==> src/hw/rtl/iets_pkg.sv <==
package iets_pkg;

	typedef enum logic [2:0] {
		OP_START   = 3'd0,
		OP_STOP    = 3'd1,
		OP_SEND    = 3'd2,
		OP_RX_ACK  = 3'd3,
		OP_RX_NACK = 3'd4,
		OP_WAIT    = 3'd5,
		OP_NONE    = 3'd6
	} bus_op_t;

	typedef enum logic [1:0] {
		REG_DEV_SEL   = 2'd0,
		REG_SHORT     = 2'd1,
		REG_PAGE_LOG2 = 2'd2,
		REG_CAPACITY  = 2'd3
	} cfg_reg_t;

	localparam int NSLOT  = 19;
	localparam int SLOT_W = $clog2(NSLOT);

	typedef logic [SLOT_W-1:0] slot_idx_t;
	typedef logic [NSLOT-1:0]  slot_mask_t;

	// bus ops of one word, in emission order
	localparam slot_idx_t SL_PRE_STOP  = SLOT_W'(0);
	localparam slot_idx_t SL_PRE_WAIT  = SLOT_W'(1);
	localparam slot_idx_t SL_NONE      = SLOT_W'(2);
	localparam slot_idx_t SL_START1    = SLOT_W'(3);
	localparam slot_idx_t SL_DEV1      = SLOT_W'(4);
	localparam slot_idx_t SL_HI1       = SLOT_W'(5);
	localparam slot_idx_t SL_LO1       = SLOT_W'(6);
	localparam slot_idx_t SL_RSTART    = SLOT_W'(7);
	localparam slot_idx_t SL_RSEL      = SLOT_W'(8);
	localparam slot_idx_t SL_RX_ACK    = SLOT_W'(9);
	localparam slot_idx_t SL_RX_NACK   = SLOT_W'(10);
	localparam slot_idx_t SL_RX_STOP   = SLOT_W'(11);
	localparam slot_idx_t SL_DATA      = SLOT_W'(12);
	localparam slot_idx_t SL_POST_STOP = SLOT_W'(13);
	localparam slot_idx_t SL_POST_WAIT = SLOT_W'(14);
	localparam slot_idx_t SL_START2    = SLOT_W'(15);
	localparam slot_idx_t SL_DEV2      = SLOT_W'(16);
	localparam slot_idx_t SL_HI2       = SLOT_W'(17);
	localparam slot_idx_t SL_LO2       = SLOT_W'(18);

	typedef struct packed {
		slot_mask_t  mask;
		logic [7:0]  wr_byte;
		logic        rej;
	} desc_t;

	localparam int DESC_W = $bits(desc_t);

	typedef struct packed {
		logic [7:0]  dev_sel;
		logic        short_mode;
		logic [3:0]  page_log2;
		logic [16:0] capacity;
	} cfg_t;

endpackage

==> src/hw/rtl/i2c_eeprom_transfer_sequencer_top.sv <==
// Byte-level EEPROM transfer to I2C bus operation sequencer. A front stage takes one
// input word per cycle while its two-entry queue has room, checks the transfer range,
// tracks the open transfer and plans the bus operations of the word; a back stage
// emits them one per cycle, while the output is not stalled, into an output register,
// with run_end on the last one. A word produces 1 to 13 bus operations; the back
// sequencer's one-operation-per-cycle output sets the sustained rate. The bus side
// waits on out_ready without stalling input until the queue fills. Configuration
// is read live by both stages, so write it only while the block is idle.
module i2c_eeprom_transfer_sequencer_top import iets_pkg::*; #(
	parameter int ADDR_BITS = 16
) (
	input  logic        clk,
	input  logic        arst_n,
	input  logic        cfg_wr_en,
	input  logic [1:0]  cfg_index,
	input  logic [16:0] cfg_wr_data,
	input  logic        in_valid,
	output logic        in_ready,
	input  logic        kind,
	input  logic        first_of_transfer,
	input  logic        last_of_transfer,
	input  logic [15:0] start_address,
	input  logic [15:0] byte_count,
	input  logic [7:0]  write_byte,
	output logic        out_valid,
	input  logic        out_ready,
	output logic [2:0]  bus_op,
	output logic [7:0]  bus_byte,
	output logic        rejected,
	output logic        run_end
);

	localparam int QW = DESC_W + ADDR_BITS;

	cfg_t                 cfg_q;
	logic                 push_valid, push_ready, pop_valid, pop;
	desc_t                push_desc, pop_desc;
	logic [ADDR_BITS-1:0] push_addr, pop_addr;
	logic [QW-1:0]        pop_data;

	always_ff @(posedge clk or negedge arst_n) begin
		if (!arst_n) begin
			cfg_q.dev_sel    <= 8'd160;
			cfg_q.short_mode <= 1'b0;
			cfg_q.page_log2  <= 4'd6;
			cfg_q.capacity   <= 17'd32768;
		end else if (cfg_wr_en) begin
			unique case (cfg_reg_t'(cfg_index))
				REG_DEV_SEL:   cfg_q.dev_sel    <= cfg_wr_data[7:0];
				REG_SHORT:     cfg_q.short_mode <= cfg_wr_data[0];
				REG_PAGE_LOG2: cfg_q.page_log2  <= cfg_wr_data[3:0];
				REG_CAPACITY:  cfg_q.capacity   <= cfg_wr_data;
				default:       cfg_q.capacity   <= cfg_q.capacity;
			endcase
		end
	end

	iets_front #(.ADDR_BITS(ADDR_BITS)) u_front (
		.clk               (clk),
		.arst_n            (arst_n),
		.in_valid          (in_valid),
		.in_ready          (in_ready),
		.kind              (kind),
		.first_of_transfer (first_of_transfer),
		.last_of_transfer  (last_of_transfer),
		.start_address     (start_address),
		.byte_count        (byte_count),
		.write_byte        (write_byte),
		.cfg               (cfg_q),
		.push_valid        (push_valid),
		.push_ready        (push_ready),
		.push_desc         (push_desc),
		.push_addr         (push_addr)
	);

	iets_fifo #(.W(QW)) u_fifo (
		.clk        (clk),
		.arst_n     (arst_n),
		.push_valid (push_valid),
		.push_ready (push_ready),
		.push_data  ({push_addr, push_desc}),
		.pop_valid  (pop_valid),
		.pop        (pop),
		.pop_data   (pop_data)
	);

	assign pop_desc = desc_t'(pop_data[DESC_W-1:0]);
	assign pop_addr = pop_data[QW-1:DESC_W];

	iets_back #(.ADDR_BITS(ADDR_BITS)) u_back (
		.clk       (clk),
		.arst_n    (arst_n),
		.cfg       (cfg_q),
		.pop_valid (pop_valid),
		.pop       (pop),
		.pop_desc  (pop_desc),
		.pop_addr  (pop_addr),
		.out_valid (out_valid),
		.out_ready (out_ready),
		.bus_op    (bus_op),
		.bus_byte  (bus_byte),
		.rejected  (rejected),
		.run_end   (run_end)
	);

endmodule

==> src/hw/rtl/iets_front.sv <==
module iets_front import iets_pkg::*; #(
	parameter int ADDR_BITS = 16
) (
	input  logic                 clk,
	input  logic                 arst_n,
	input  logic                 in_valid,
	output logic                 in_ready,
	input  logic                 kind,
	input  logic                 first_of_transfer,
	input  logic                 last_of_transfer,
	input  logic [15:0]          start_address,
	input  logic [15:0]          byte_count,
	input  logic [7:0]           write_byte,
	input  cfg_t                 cfg,
	output logic                 push_valid,
	input  logic                 push_ready,
	output desc_t                push_desc,
	output logic [ADDR_BITS-1:0] push_addr
);

	logic                 active_q, refused_q, kind_q;
	logic [ADDR_BITS-1:0] next_q;

	logic                 active_n, refused_n, kind_n;
	logic                 refuse, body_on, boundary, accept;
	logic [16:0]          end_addr;
	logic [ADDR_BITS-1:0] body_addr, inc_addr;
	logic [3:0]           plog;
	logic [7:0]           pmask;
	slot_mask_t           mask;
	logic                 rej;

	assign accept     = in_valid && push_ready;
	assign in_ready   = push_ready;
	assign push_valid = in_valid;

	assign end_addr = {1'b0, start_address} + {1'b0, byte_count};
	assign refuse   = (byte_count == 16'd0) || (end_addr > cfg.capacity);
	assign plog     = (cfg.page_log2 > 4'd8) ? 4'd8 : cfg.page_log2;
	assign pmask    = 8'((9'd1 << plog) - 9'd1);

	always_comb begin
		mask      = '0;
		rej       = 1'b0;
		active_n  = active_q;
		refused_n = refused_q;
		kind_n    = kind_q;
		body_addr = next_q;
		body_on   = first_of_transfer ? !refuse : active_q;
		if (first_of_transfer) begin
			// close an open transfer before the new one
			if (active_q) begin
				mask[SL_PRE_STOP] = 1'b1;
				mask[SL_PRE_WAIT] = !kind_q;
			end
			active_n  = 1'b0;
			refused_n = 1'b0;
			kind_n    = kind;
			if (refuse) begin
				mask[SL_NONE] = 1'b1;
				rej           = 1'b1;
				refused_n     = !last_of_transfer;
			end else begin
				active_n          = 1'b1;
				body_addr         = start_address[ADDR_BITS-1:0];
				mask[SL_START1]   = 1'b1;
				mask[SL_DEV1]     = 1'b1;
				mask[SL_HI1]      = !cfg.short_mode;
				mask[SL_LO1]      = 1'b1;
				mask[SL_RSTART]   = kind;
				mask[SL_RSEL]     = kind;
			end
		end else if (refused_q) begin
			mask[SL_NONE] = 1'b1;
			rej           = 1'b1;
			if (last_of_transfer) refused_n = 1'b0;
		end else if (!active_q) begin
			mask[SL_NONE] = 1'b1;
		end

		inc_addr = body_addr + ADDR_BITS'(1);
		boundary = (inc_addr[7:0] & pmask) == 8'd0;

		if (body_on) begin
			if (kind_n) begin
				mask[SL_RX_ACK]  = !last_of_transfer;
				mask[SL_RX_NACK] = last_of_transfer;
				mask[SL_RX_STOP] = last_of_transfer;
			end else begin
				mask[SL_DATA]      = 1'b1;
				mask[SL_POST_STOP] = boundary || last_of_transfer;
				mask[SL_POST_WAIT] = boundary || last_of_transfer;
				// next page is re-addressed only if the transfer goes on
				mask[SL_START2]    = boundary && !last_of_transfer;
				mask[SL_DEV2]      = boundary && !last_of_transfer;
				mask[SL_HI2]       = boundary && !last_of_transfer && !cfg.short_mode;
				mask[SL_LO2]       = boundary && !last_of_transfer;
			end
			if (last_of_transfer) active_n = 1'b0;
		end
	end

	assign push_desc.mask    = mask;
	assign push_desc.wr_byte = write_byte;
	assign push_desc.rej     = rej;
	assign push_addr         = body_addr;

	always_ff @(posedge clk or negedge arst_n) begin
		if (!arst_n) begin
			active_q  <= 1'b0;
			refused_q <= 1'b0;
			kind_q    <= 1'b0;
			next_q    <= '0;
		end else if (accept) begin
			active_q  <= active_n;
			refused_q <= refused_n;
			kind_q    <= kind_n;
			if (body_on) next_q <= inc_addr;
		end
	end

endmodule

==> src/hw/rtl/iets_fifo.sv <==
module iets_fifo #(
	parameter int W = 8
) (
	input  logic         clk,
	input  logic         arst_n,
	input  logic         push_valid,
	output logic         push_ready,
	input  logic [W-1:0] push_data,
	output logic         pop_valid,
	input  logic         pop,
	output logic [W-1:0] pop_data
);

	localparam int DEPTH = 2;

	logic [W-1:0] mem_q [DEPTH];
	logic         wr_ptr_q, rd_ptr_q;
	logic [1:0]   count_q;
	logic         do_push, do_pop;

	assign push_ready = count_q != 2'(DEPTH);
	assign pop_valid  = count_q != 2'd0;
	assign pop_data   = mem_q[rd_ptr_q];
	assign do_push    = push_valid && push_ready;
	assign do_pop     = pop && pop_valid;

	always_ff @(posedge clk) begin
		if (do_push) mem_q[wr_ptr_q] <= push_data;
	end

	always_ff @(posedge clk or negedge arst_n) begin
		if (!arst_n) begin
			wr_ptr_q <= 1'b0;
			rd_ptr_q <= 1'b0;
			count_q  <= 2'd0;
		end else begin
			if (do_push) wr_ptr_q <= !wr_ptr_q;
			if (do_pop) rd_ptr_q <= !rd_ptr_q;
			count_q <= count_q + 2'(do_push) - 2'(do_pop);
		end
	end

endmodule

==> src/hw/rtl/iets_back.sv <==
module iets_back import iets_pkg::*; #(
	parameter int ADDR_BITS = 16
) (
	input  logic                 clk,
	input  logic                 arst_n,
	input  cfg_t                 cfg,
	input  logic                 pop_valid,
	output logic                 pop,
	input  desc_t                pop_desc,
	input  logic [ADDR_BITS-1:0] pop_addr,
	output logic                 out_valid,
	input  logic                 out_ready,
	output logic [2:0]           bus_op,
	output logic [7:0]           bus_byte,
	output logic                 rejected,
	output logic                 run_end
);

	slot_mask_t           cur_q;
	logic [7:0]           wb_q;
	logic                 rej_q;
	logic [ADDR_BITS-1:0] addr_q;

	logic                 valid_q, rej_out_q, end_q;
	bus_op_t              op_q;
	logic [7:0]           byte_q;

	slot_mask_t rest;
	slot_idx_t  idx;
	logic       adv, busy;
	bus_op_t    op;
	logic [7:0] bval;
	logic [15:0] ext1, ext2;

	assign adv  = !valid_q || out_ready;
	assign busy = cur_q != '0;
	assign rest = cur_q & (cur_q - NSLOT'(1));
	assign pop  = pop_valid && (!busy || (adv && rest == '0));
	assign ext1 = 16'(addr_q);
	assign ext2 = 16'(addr_q + ADDR_BITS'(1));

	always_comb begin
		idx = '0;
		for (int i = NSLOT - 1; i >= 0; i--) begin
			if (cur_q[i]) idx = SLOT_W'(i);
		end
	end

	always_comb begin
		op   = OP_NONE;
		bval = 8'd0;
		unique case (idx)
			SL_PRE_STOP, SL_RX_STOP, SL_POST_STOP: op = OP_STOP;
			SL_PRE_WAIT, SL_POST_WAIT:             op = OP_WAIT;
			SL_START1, SL_RSTART, SL_START2:       op = OP_START;
			SL_RX_ACK:                             op = OP_RX_ACK;
			SL_RX_NACK:                            op = OP_RX_NACK;
			SL_DEV1, SL_DEV2: begin
				op   = OP_SEND;
				bval = cfg.dev_sel;
			end
			SL_RSEL: begin
				op   = OP_SEND;
				bval = cfg.dev_sel + 8'd1;
			end
			SL_HI1: begin
				op   = OP_SEND;
				bval = ext1[15:8];
			end
			SL_LO1: begin
				op   = OP_SEND;
				bval = ext1[7:0];
			end
			SL_HI2: begin
				op   = OP_SEND;
				bval = ext2[15:8];
			end
			SL_LO2: begin
				op   = OP_SEND;
				bval = ext2[7:0];
			end
			SL_DATA: begin
				op   = OP_SEND;
				bval = wb_q;
			end
			default: op = OP_NONE;
		endcase
	end

	always_ff @(posedge clk) begin
		if (pop) begin
			wb_q   <= pop_desc.wr_byte;
			rej_q  <= pop_desc.rej;
			addr_q <= pop_addr;
		end
		if (adv && busy) begin
			op_q      <= op;
			byte_q    <= bval;
			rej_out_q <= rej_q && (idx == SL_NONE);
			end_q     <= rest == '0;
		end
	end

	always_ff @(posedge clk or negedge arst_n) begin
		if (!arst_n) begin
			cur_q   <= '0;
			valid_q <= 1'b0;
		end else begin
			if (pop) cur_q <= pop_desc.mask;
			else if (adv) cur_q <= rest;
			if (adv) valid_q <= busy;
		end
	end

	assign out_valid = valid_q;
	assign bus_op    = op_q;
	assign bus_byte  = byte_q;
	assign rejected  = rej_out_q;
	assign run_end   = end_q;

endmodule

==> config.mk <==
export PLATFORM = sky130hd
export DESIGN_NAME = i2c_eeprom_transfer_sequencer_top
export DESIGN_NICKNAME = d
export VERILOG_FILES = /design/src/hw/rtl/iets_pkg.sv /design/src/hw/rtl/i2c_eeprom_transfer_sequencer_top.sv /design/src/hw/rtl/iets_front.sv /design/src/hw/rtl/iets_fifo.sv /design/src/hw/rtl/iets_back.sv
export SDC_FILE = /design/constraint.sdc
export NUM_CORES = 1
export LEC_CHECK = 0
export BUFFER_PORTS_ARGS = -buffer_cell sky130_fd_sc_hd__buf_2
export CAP_MARGIN = 10
export CORE_UTILIZATION = 34
export CTS_BUF_LIST = sky130_fd_sc_hd__clkbuf_8
export DETAILED_ROUTE_END_ITERATION = 8
export PLACE_DENSITY_LB_ADDON = 0.1
export SLEW_MARGIN = 20
export SYNTH_ARGS = -nofsm -noshare
export SYNTH_HDL_FRONTEND = slang
export SYNTH_SLANG_ARGS = --single-unit
==> constraint.sdc <==
create_clock -name clk -period 10.8 [get_ports clk]
set_input_delay 1.08 -clock clk [delete_from_list [all_inputs] [get_ports clk]]
set_output_delay 1.08 -clock clk [all_outputs]
set_load 0.01 [all_outputs]
==> results.cfg, run 1 <==
[clock_network]
post-cts-setup-buffer-count = 0
cts_max_path_buffers = 2
htreeDepth = 4
ctsResizeCount = 0
clkTransAtPathRegs_ps = 120
clk_latency_ps = 500
postCtsHoldBufs = 0
cts_sinks = 185
root_buffer = clkbuf_8
numCtsBuffers = 17
cts_tree = yes

[global_routing]
gr-total-overflow = 0
grt_pass1_vias = 7270
grt_first_pass_wirelength_mm = 41.4
antenna_found_initial = 0
track_usage_pct = 17.7
grt_max_degree = 74

[drt]
drc = 0
totalWireLength_mm = 26.2
dr.pass1.iters = 6
viasPerCell = 5.33
vias = 7524
dr.first_iter.drc_count = 482
detail-route-antenna-nets = 0
wl_per_cell_microns = 18.5

[cells_and_area]
antenna_cells = 0
areaGrowthSynthToFinish_pct = 12.5
post_layout_nonfiller_instances = 1411
multi_input_area_sq_mm = 0.00465
fillers = 2866
fin_area_sq_mm = 0.0114
seq_area_sq_mm = 0.00520
nNetsFinal = 1121
drive_gt1_share_pct = 19.5

[die]
die_area_sq_mm = 0.0304
core_sq_mm = 0.0289
die_w_microns = 174
rows = 62
start_util_pct = 34.9
die_h_microns = 174
io_pins = 82

[synth]
synth_area_sq_mm = 0.0101
async_reset_ff_share_pct = 39.5
synth-main-ff-cell = edfxtp_1
synth-edff-count = 112
ys_seq_area_share_pct = 51.5
ys_types = 66
synth_nets = 1043
synth-seq-cells = 185
synthCells = 936
synth_warnings = 0
syn_avg_cell_area_sq_um = 10.8

[critical_path]
crit_type = input port to register
reg2regPathDepth = 18
critical_path.max_fanout = 27
cp_data_arrival_time_ps = 7010
cpMaxStageDelayCell = ha_1
crit_required_ps = 11120
r2r_setup_slack_ps = 6200
cp-start-kind = input port
r2r-end = u_fifo.mem_q[1][26]
crit_path_end_kind = register
worstReg2RegStart = cfg_q[15]
cp-endpoint = u_fifo.mem_q[1][26]
startpoint = start_address[0]
worst_path_largest_cell_delay_ps = 450

[placed_design]
placed_cells = 1379
io_buffer_count = 81
post_dp_cell_area_sq_mm = 0.0109
place_ws_ps = 3690
dp_hpwl_mm = 19.2
place_congestion = 0.853

[hold_path]
hold_class = register to register

[power]
leakagePower_nw = 4.52
ir_drop_mv = 0.131
p_total_mw = 3.30
power_density_mw_per_mm2 = 291

[sta]
grt_setup_unrepaired = false
finalSetupTns_ps = 0
fin_ws_ps = 4110
finalSetupViolCount = 0
period_needed_ps = 6690
finalClockSkew_ps = 26.0
maxSlewHeadroom_pct = 29.4
tightest_slew_ps = 1060
maxSlewViolCount = 0
fmax_mhz = 150
post-route-period-util_pct = 61.9
hold_viol = 0

[status]
status = complete, no violations

[flow_run]
cap_violations = 0
[stage by stage]
| step | hold slack [ps] | utilization (%) |
|---|---|---|
| floorplan | 445 | - |
| global placement | 461 | 37.8 |
| detailed placement | 470 | 37.8 |
| CTS | 500 | 39.2 |
| global route | 522 | 39.2 |
| finish | 498 | 39.2 |
[registers in the layout, indices dropped and copies added, names as in the netlist]
signal and cells:
u_fifo.mem_q 74, u_front.refused_q 1, u_back.out_valid 1, u_back.addr_q 16, u_back.run_end 1, u_back.rejected 1, u_fifo.rd_ptr_q 1, u_back.bus_op 3
u_front.active_q 1, u_back.cur_q 19, u_back.bus_byte 8, u_fifo.wr_ptr_q 1, cfg_q 30, u_fifo.count_q 2, u_front.kind_q 1, u_front.next_q 16
u_back.rej_q 1, u_back.wb_q 8
[synth_stat cells (9+ instances only)]
master    number  area, sq um
a31oi_1       10         62.6
nand2_1      101          379
o211ai_1      13         97.6
nand4_1       20          125
xor2_1        14          123
dfrtp_1       68         1700
nor4_1        12         75.1
nor2_1        57          214
o22ai_1        9         56.3
a21oi_1       45          225
clkbuf_1      25         93.8
edfxtp_1     112         3360
ha_1          39          488
nor3_1        22          110
nand3_1       35          175
mux2_2        63          709
and3_1        13         81.3
inv_1         38          143
mux2i_1       15          150
xnor2_1       27          236
o21ai_0       50          250
[area by class of cell]
class                   instances  share of cell area, %
clock buffers                  18                   2.18
multi-input cells             683                   41.0
repair buffers                 88                   4.09
inverters                      39                   1.29
flip-flops and latches        185                   45.8
well taps                     384                   4.23
clock inverters                14                   1.45
[how the worst min path moves through the flow]
stage,from,cells past startpoint,end,slack [ps]
6_report,u_front.next_q[15],2,u_front.next_q[15],500
3_3_place_gp,u_front.next_q[15],2,u_front.next_q[15],460
3_5_place_dp,u_front.next_q[15],2,u_front.next_q[15],470
4_1_cts,u_front.next_q[15],2,u_front.next_q[15],500
2_1_floorplan,u_front.next_q[15],2,u_front.next_q[15],450
5_1_grt,u_front.next_q[15],2,u_front.next_q[15],520
[cells in the final DEF (no fill, tap or decap), types with 18 or more instances in the layout]
| cell type | instances |
|---|---|
| a21oi_1 | 45 |
| buf_2 | 80 |
| clkbuf_8 | 18 |
| dfrtp_1 | 67 |
| edfxtp_1 | 112 |
| ha_1 | 39 |
| inv_1 | 38 |
| mux2_2 | 63 |
| nand2_1 | 101 |
| nand3_1 | 35 |
| nand4_1 | 20 |
| nor2_1 | 55 |
| nor3_1 | 22 |
| o21ai_0 | 50 |
| xnor2_1 | 27 |
[critical path: cells and delay by family]
kind / cells / cell delay (ps)
buffers and inverters: 4 / 620
AO/OA/AOI/OAI: 10 / 1900
XOR/XNOR: 2 / 350
adder cells (fa/ha/maj): 4 / 1330
AND/OR/NAND/NOR: 9 / 1710
[kinds of logic (layout without fill, tap and decap cells)]
kind of cell	Yosys count	after routing	share of synthesized area, %
buffers and inverters	68	159	2.55
flip-flops	185	185	51.5
multiplexers	78	78	8.52
AO/OA/AOI/OAI	197	197	12.5
adder cells (fa/ha/maj)	42	42	5.23
AND/OR/NAND/NOR	325	325	16.1
XOR/XNOR	41	41	3.56
[report_power, final]
group          total [mW]  internal, mW  switching, mW
sequential           1.30          1.08          0.217
combinational        1.51         0.573          0.936
clock               0.494         0.185          0.309
[layer usage]
layer,wire [microns],track usage [%]
met5,0,0
met2,12000,28.3
met1,12500,24.3
met4,596,6.32
met3,1080,2.78
No activity file was read; power rests on OpenSTA's default activity.
==> inputs of run 2 (changes only) <==
==> constraint.sdc (replaced) <==
create_clock -name clk -period 6.6 [get_ports clk]
set_input_delay 0.66 -clock clk [delete_from_list [all_inputs] [get_ports clk]]
set_output_delay 0.66 -clock clk [all_outputs]
set_load 0.01 [all_outputs]
==> results.cfg, run 2 (synthesis gave the netlist of run 1 again) <==
[status]
status = complete, no violations

[drt]
detail-route-antenna-nets = 0
vias = 7529
wl_per_cell_microns = 18.5
drc = 0
totalWireLength_mm = 26.1
dr.first_iter.drc_count = 580
dr.pass1.iters = 5
viasPerCell = 5.32

[global_routing]
antenna_found_initial = 0
gr-total-overflow = 0
grt_pass1_vias = 7028
grt_max_degree = 52
track_usage_pct = 17.3
grt_first_pass_wirelength_mm = 40.5

[power]
ir_drop_mv = 0.241
p_total_mw = 5.39
power_density_mw_per_mm2 = 475
leakagePower_nw = 4.52

[cells_and_area]
areaGrowthSynthToFinish_pct = 12.6
layout_common_cells = edfxtp_1, nand2_1, buf_2
fillers = 2868
top_regs = u_fifo.mem_q: 74 flops, cfg_q: 30 flops, u_back.cur_q: 19 flops
nNetsFinal = 1125
largest_reg_flops = 74
fin_util_pct = 39.3
drive_gt1_share_pct = 19.7
final_common_cell = edfxtp_1
regMostFlops = u_fifo.mem_q
antenna_cells = 0
post_layout_nonfiller_instances = 1415

[clock_network]
clkTransAtPathRegs_ps = 100
postCtsHoldBufs = 0
root_buffer = clkbuf_8
numCtsBuffers = 17
clk_latency_ps = 470
post-cts-setup-buffer-count = 0
cts_max_path_buffers = 2
ctsResizeCount = 0
htreeDepth = 4
cts_tree = yes
cts_sinks = 185

[hold_path]
hold_class = input port to async pin

[critical_path]
reg2regPathDepth = 17
worstReg2RegStart = cfg_q[15]
r2r_setup_slack_ps = 2320
worst_path_largest_cell_delay_ps = 400
cpMaxStageDelayCell = fa_1
r2r-end = u_fifo.mem_q[0][26]
crit_type = input port to register
critical_path.max_fanout = 10
cp_data_arrival_time_ps = 6260
crit_path_end_kind = register
cp-start-kind = input port
crit_required_ps = 6890

[sta]
finalSetupTns_ps = 0
finalClockSkew_ps = 16.4
period_needed_ps = 5970
tightest_slew_ps = 1060
hold_viol = 0
post-route-period-util_pct = 90.5
maxSlewViolCount = 0
fmax_mhz = 167
grt_setup_unrepaired = false
finalSetupViolCount = 0
maxSlewHeadroom_pct = 29.2
fin_ws_ps = 629

[placed_design]
io_buffer_count = 81
placed_cells = 1383
place_ws_ps = 224
dp_hpwl_mm = 19.4
place_congestion = 0.871

[die]
core_sq_mm = 0.0289
die_area_sq_mm = 0.0304
die_h_microns = 174
rows = 62
die_w_microns = 174
io_pins = 82
start_util_pct = 34.9

[flow_run]
cap_violations = 0
[run 2: metal layers]
metal / wire (microns) / track usage (%)
met3: 1020 / 2.65
met4: 446 / 4.86
met5: 0 / 0
met2: 12100 / 27.8
met1: 12600 / 24.2
[run 2: critical path: cells and delay by family]
family | cells | cell delay, ps
AO/OA/AOI/OAI | 11 | 2170
XOR/XNOR | 1 | 230
adder cells (fa/ha/maj) | 4 | 1250
buffers and inverters | 3 | 410
AND/OR/NAND/NOR | 9 | 1550
[run 2: worst max path at each step]
stage / slack (ps) / startpoint / cells past startpoint / endpoint
after floorplan: 760 / start_address[0] / 29 / u_fifo.mem_q[0][26]
after global placement: 430 / start_address[0] / 28 / u_fifo.mem_q[1][26]
after detailed placement: 220 / start_address[0] / 28 / u_fifo.mem_q[1][26]
after CTS: 710 / start_address[0] / 28 / u_fifo.mem_q[0][26]
after global routing: 180 / start_address[0] / 28 / u_fifo.mem_q[0][26]
final: 630 / start_address[0] / 28 / u_fifo.mem_q[0][26]
[run 2: layout make-up]
cell class	instances	area [sq um]	share of cell area [%]
repair buffers	92	490	4.32
multi-input cells	683	4650	41.0
clock buffers	17	234	2.06
inverters	39	146	1.29
well taps	384	480	4.23
clock inverters	15	159	1.40
flip-flops and latches	185	5200	45.8
[run 2: power breakdown]
group	switching (mW)	internal, mW	leakage, nW
registers	0.356	1.77	1.94
clock network	0.462	0.315	0.197
logic	1.54	0.947	2.38
[run 2: stage by stage]
| stage | hold slack (ps) | instance area, sq um |
|---|---|---|
| 2_1_floorplan | 364 | 10100 |
| 3_3_place_gp | 464 | 11000 |
| 3_5_place_dp | 482 | 11000 |
| 4_1_cts | 66.7 | 11400 |
| 5_1_grt | 53.2 | 11400 |
| 6_report | 75.1 | 11400 |
==> inputs of run 3 (changes only) <==
--- a/config.mk
+++ b/config.mk
@@ -10,8 +10,9 @@
 export CORE_UTILIZATION = 34
 export CTS_BUF_LIST = sky130_fd_sc_hd__clkbuf_8
 export DETAILED_ROUTE_END_ITERATION = 8
-export PLACE_DENSITY_LB_ADDON = 0.1
+export PLACE_DENSITY_LB_ADDON = 0.25
 export SLEW_MARGIN = 20
 export SYNTH_ARGS = -nofsm -noshare
 export SYNTH_HDL_FRONTEND = slang
+export SYNTH_HIERARCHICAL = 1
 export SYNTH_SLANG_ARGS = --single-unit
==> results.cfg, run 3 <==
[cells_and_area]
fin_area_sq_mm = 0.0125
fillers = 3189
layout_common_cells = edfxtp_1, nand2_1, buf_2
nNetsFinal = 1195
regMostFlops = u_fifo/mem_q
final_common_cell = edfxtp_1
fin_util_pct = 38.2
largest_reg_flops = 88
areaGrowthSynthToFinish_pct = 10.3
antenna_cells = 0
drive_gt1_share_pct = 23.0
top_regs = u_fifo/mem_q: 88 flops, cfg_q: 30 flops, u_back/cur_q: 19 flops

[sta]
maxSlewViolCount = 0
maxSlewHeadroom_pct = 33.5
fin_ws_ps = 481
hold_viol = 0
post-route-period-util_pct = 92.7
finalClockSkew_ps = 25.6
fmax_mhz = 163
whs_ps = 364
period_needed_ps = 6120
grt_setup_unrepaired = false
finalSetupViolCount = 0
tightest_slew_ps = 994

[power]
leakagePower_nw = 4.85
power_density_mw_per_mm2 = 456
p_total_mw = 5.68
ir_drop_mv = 0.332
p_switching_mw = 2.46
switching_share_pct = 43.3
power.share.clock_pct = 14.1
internal-power_mw = 3.22
seqPwrFrac_pct = 38.3
comb_power_share_pct = 47.7

[clock_network]
htreeDepth = 4
cts_sinks = 199
post-cts-setup-buffer-count = 0
numCtsBuffers = 17
clk_latency_ps = 480
clkTransAtPathRegs_ps = 120
root_buffer = clkbuf_8
cts_max_path_buffers = 2
cts_tree = yes

[critical_path]
cp_top_family = compound AO/OA/AOI/OAI gates
worst_path_largest_cell_delay_ps = 550
crit_required_ps = 6890
crit_type = input port to register
crit_path_end_kind = register
cp-start-kind = input port
critical_path.max_fanout = 6
cp_data_arrival_time_ps = 6410
cpMaxStageDelayCell = o311ai_0
critical_path_buf_inv_count = 2

[global_routing]
track_usage_pct = 17.2
gr-total-overflow = 0
grt_pass1_vias = 7984
grt_max_degree = 67
grt_first_pass_wirelength_mm = 44.7
antenna_found_initial = 1

[synth]
ys_seq_area_share_pct = 49.7
yosys.area.top_type = edfxtp_1
synth_warnings = 6
yosysTopAreaCellShare_pct = 33.5
syn_avg_cell_area_sq_um = 11.0
synthCells = 1029
synth-main-ff-cell = edfxtp_1
synth-edff-count = 126
synthTopCellsByCount = edfxtp_1, nand2_1, mux2_2
synth-seq-cells = 199
synth_most_common_cell = edfxtp_1
synth.top_cells.by_area = edfxtp_1, dfrtp_1, mux2_2
synth_area_sq_mm = 0.0113
ys_types = 91
synth_nets = 1135
async_reset_ff_share_pct = 36.7

[placed_design]
place_congestion = 0.907
post_dp_cell_area_sq_mm = 0.0120
dp_hpwl_mm = 20.9
place_ws_ps = -51.5
io_buffer_count = 81

[die]
core_sq_mm = 0.0326
rows = 66
io_pins = 82
die_area_sq_mm = 0.0340
die_h_microns = 184
start_util_pct = 34.7
die_w_microns = 184

[drt]
dr.first_iter.drc_count = 614
wl_per_cell_microns = 18.4
viasPerCell = 5.36
drc = 0
detail-route-antenna-nets = 0
totalWireLength_mm = 28.4
dr.pass1.iters = 7
vias = 8274

[hold_path]
hold_class = input port to register

[status]
status = complete, no violations

[flow_run]
cap_violations = 0
-- run 3: cell types whose count changed in the layout (fill, tap and decap cells not counted), moves of 8 or more --
cell	delta
o21ai_1	+9
mux2_2	+16
o21ai_0	-12
edfxtp_1	+14
mux2i_1	-13
o211ai_1	-8
nand3_1	+11
a22o_1	+16
nand2_1	+16
-- run 3: metrics by stage --
| stage | std cells | setup TNS, ps |
|---|---|---|
| 2_1_floorplan | 1029 | 0 |
| 3_3_place_gp | 1511 | 0 |
| 3_5_place_dp | 1511 | -308 |
| 4_1_cts | 1544 | 0 |
| 5_1_grt | 1544 | 0 |
| 6_report | 1544 | 0 |
-- run 3: worst paths after layout --
check                                      start                  end  slack [ps]  depth (start not counted)
worst max-delay path            start_address[1]  u_fifo/mem_q[1][26]         480                         27
worst min-delay path               write_byte[1]   u_fifo/mem_q[1][2]         360                          1
worst max register to register         cfg_q[15]  u_fifo/mem_q[1][26]        2210                         18
worst min register to register          cfg_q[5]             cfg_q[5]         510                          1
max in group asynchronous                 arst_n   u_front/next_q[13]        4950                          3
min in group asynchronous                 arst_n      u_back/cur_q[8]         520                          2
-- run 3: cell type report --
cell class	count	area, sq um	share of cell area (%)
inverters	40	150	1.20
flip-flops and latches	199	5620	45.1
clock inverters	15	178	1.42
clock buffers	17	234	1.88
multi-input cells	737	5230	41.9
repair buffers	94	508	4.07
well taps	442	553	4.44
-- run 3: what timing repair did --
item                                    in CTS  in global routing
endpoints found under the setup margin       0                  8
hold endpoints to repair                     7                  0
hold buffers                                 1                  0
resized for setup                            0                  2
-- run 3: power by group through the flow --
stage / Sequential, mW / Clock (mW) / Combinational (mW)
2_1_floorplan: 2.09 / 0 / 2.05
3_3_place_gp: 2.19 / 0 / 2.67
3_5_place_dp: 2.20 / 0 / 2.68
4_1_cts: 2.17 / 0.839 / 2.69
5_1_grt: 2.23 / 0.867 / 2.98
6_report: 2.18 / 0.799 / 2.71
-- run 3: metal layers --
metal / share of wire, % / wire (microns) / GRT usage (%) / up-vias
met1: 48 / 13500 / 23.6 / 4094
met3: 3.5 / 990 / 2.61 / 14
met2: 48 / 13700 / 28.8 / 204
li1: - / - / - / 3962
met4: 0.59 / 166 / 3.17 / 0
met5: 0 / 0 / 0 / -
-- run 3: kinds of logic (layout without fill, tap and decap cells) --
logic type	count (synthesis)	in the layout	share of synthesized area, %
AO/OA/AOI/OAI	219	219	13.7
XOR/XNOR	41	41	3.18
adder cells (fa/ha/maj)	43	43	4.74
buffers and inverters	93	166	4.22
flip-flops	199	199	49.7
multiplexers	82	82	8.18
AND/OR/NAND/NOR	352	352	16.2
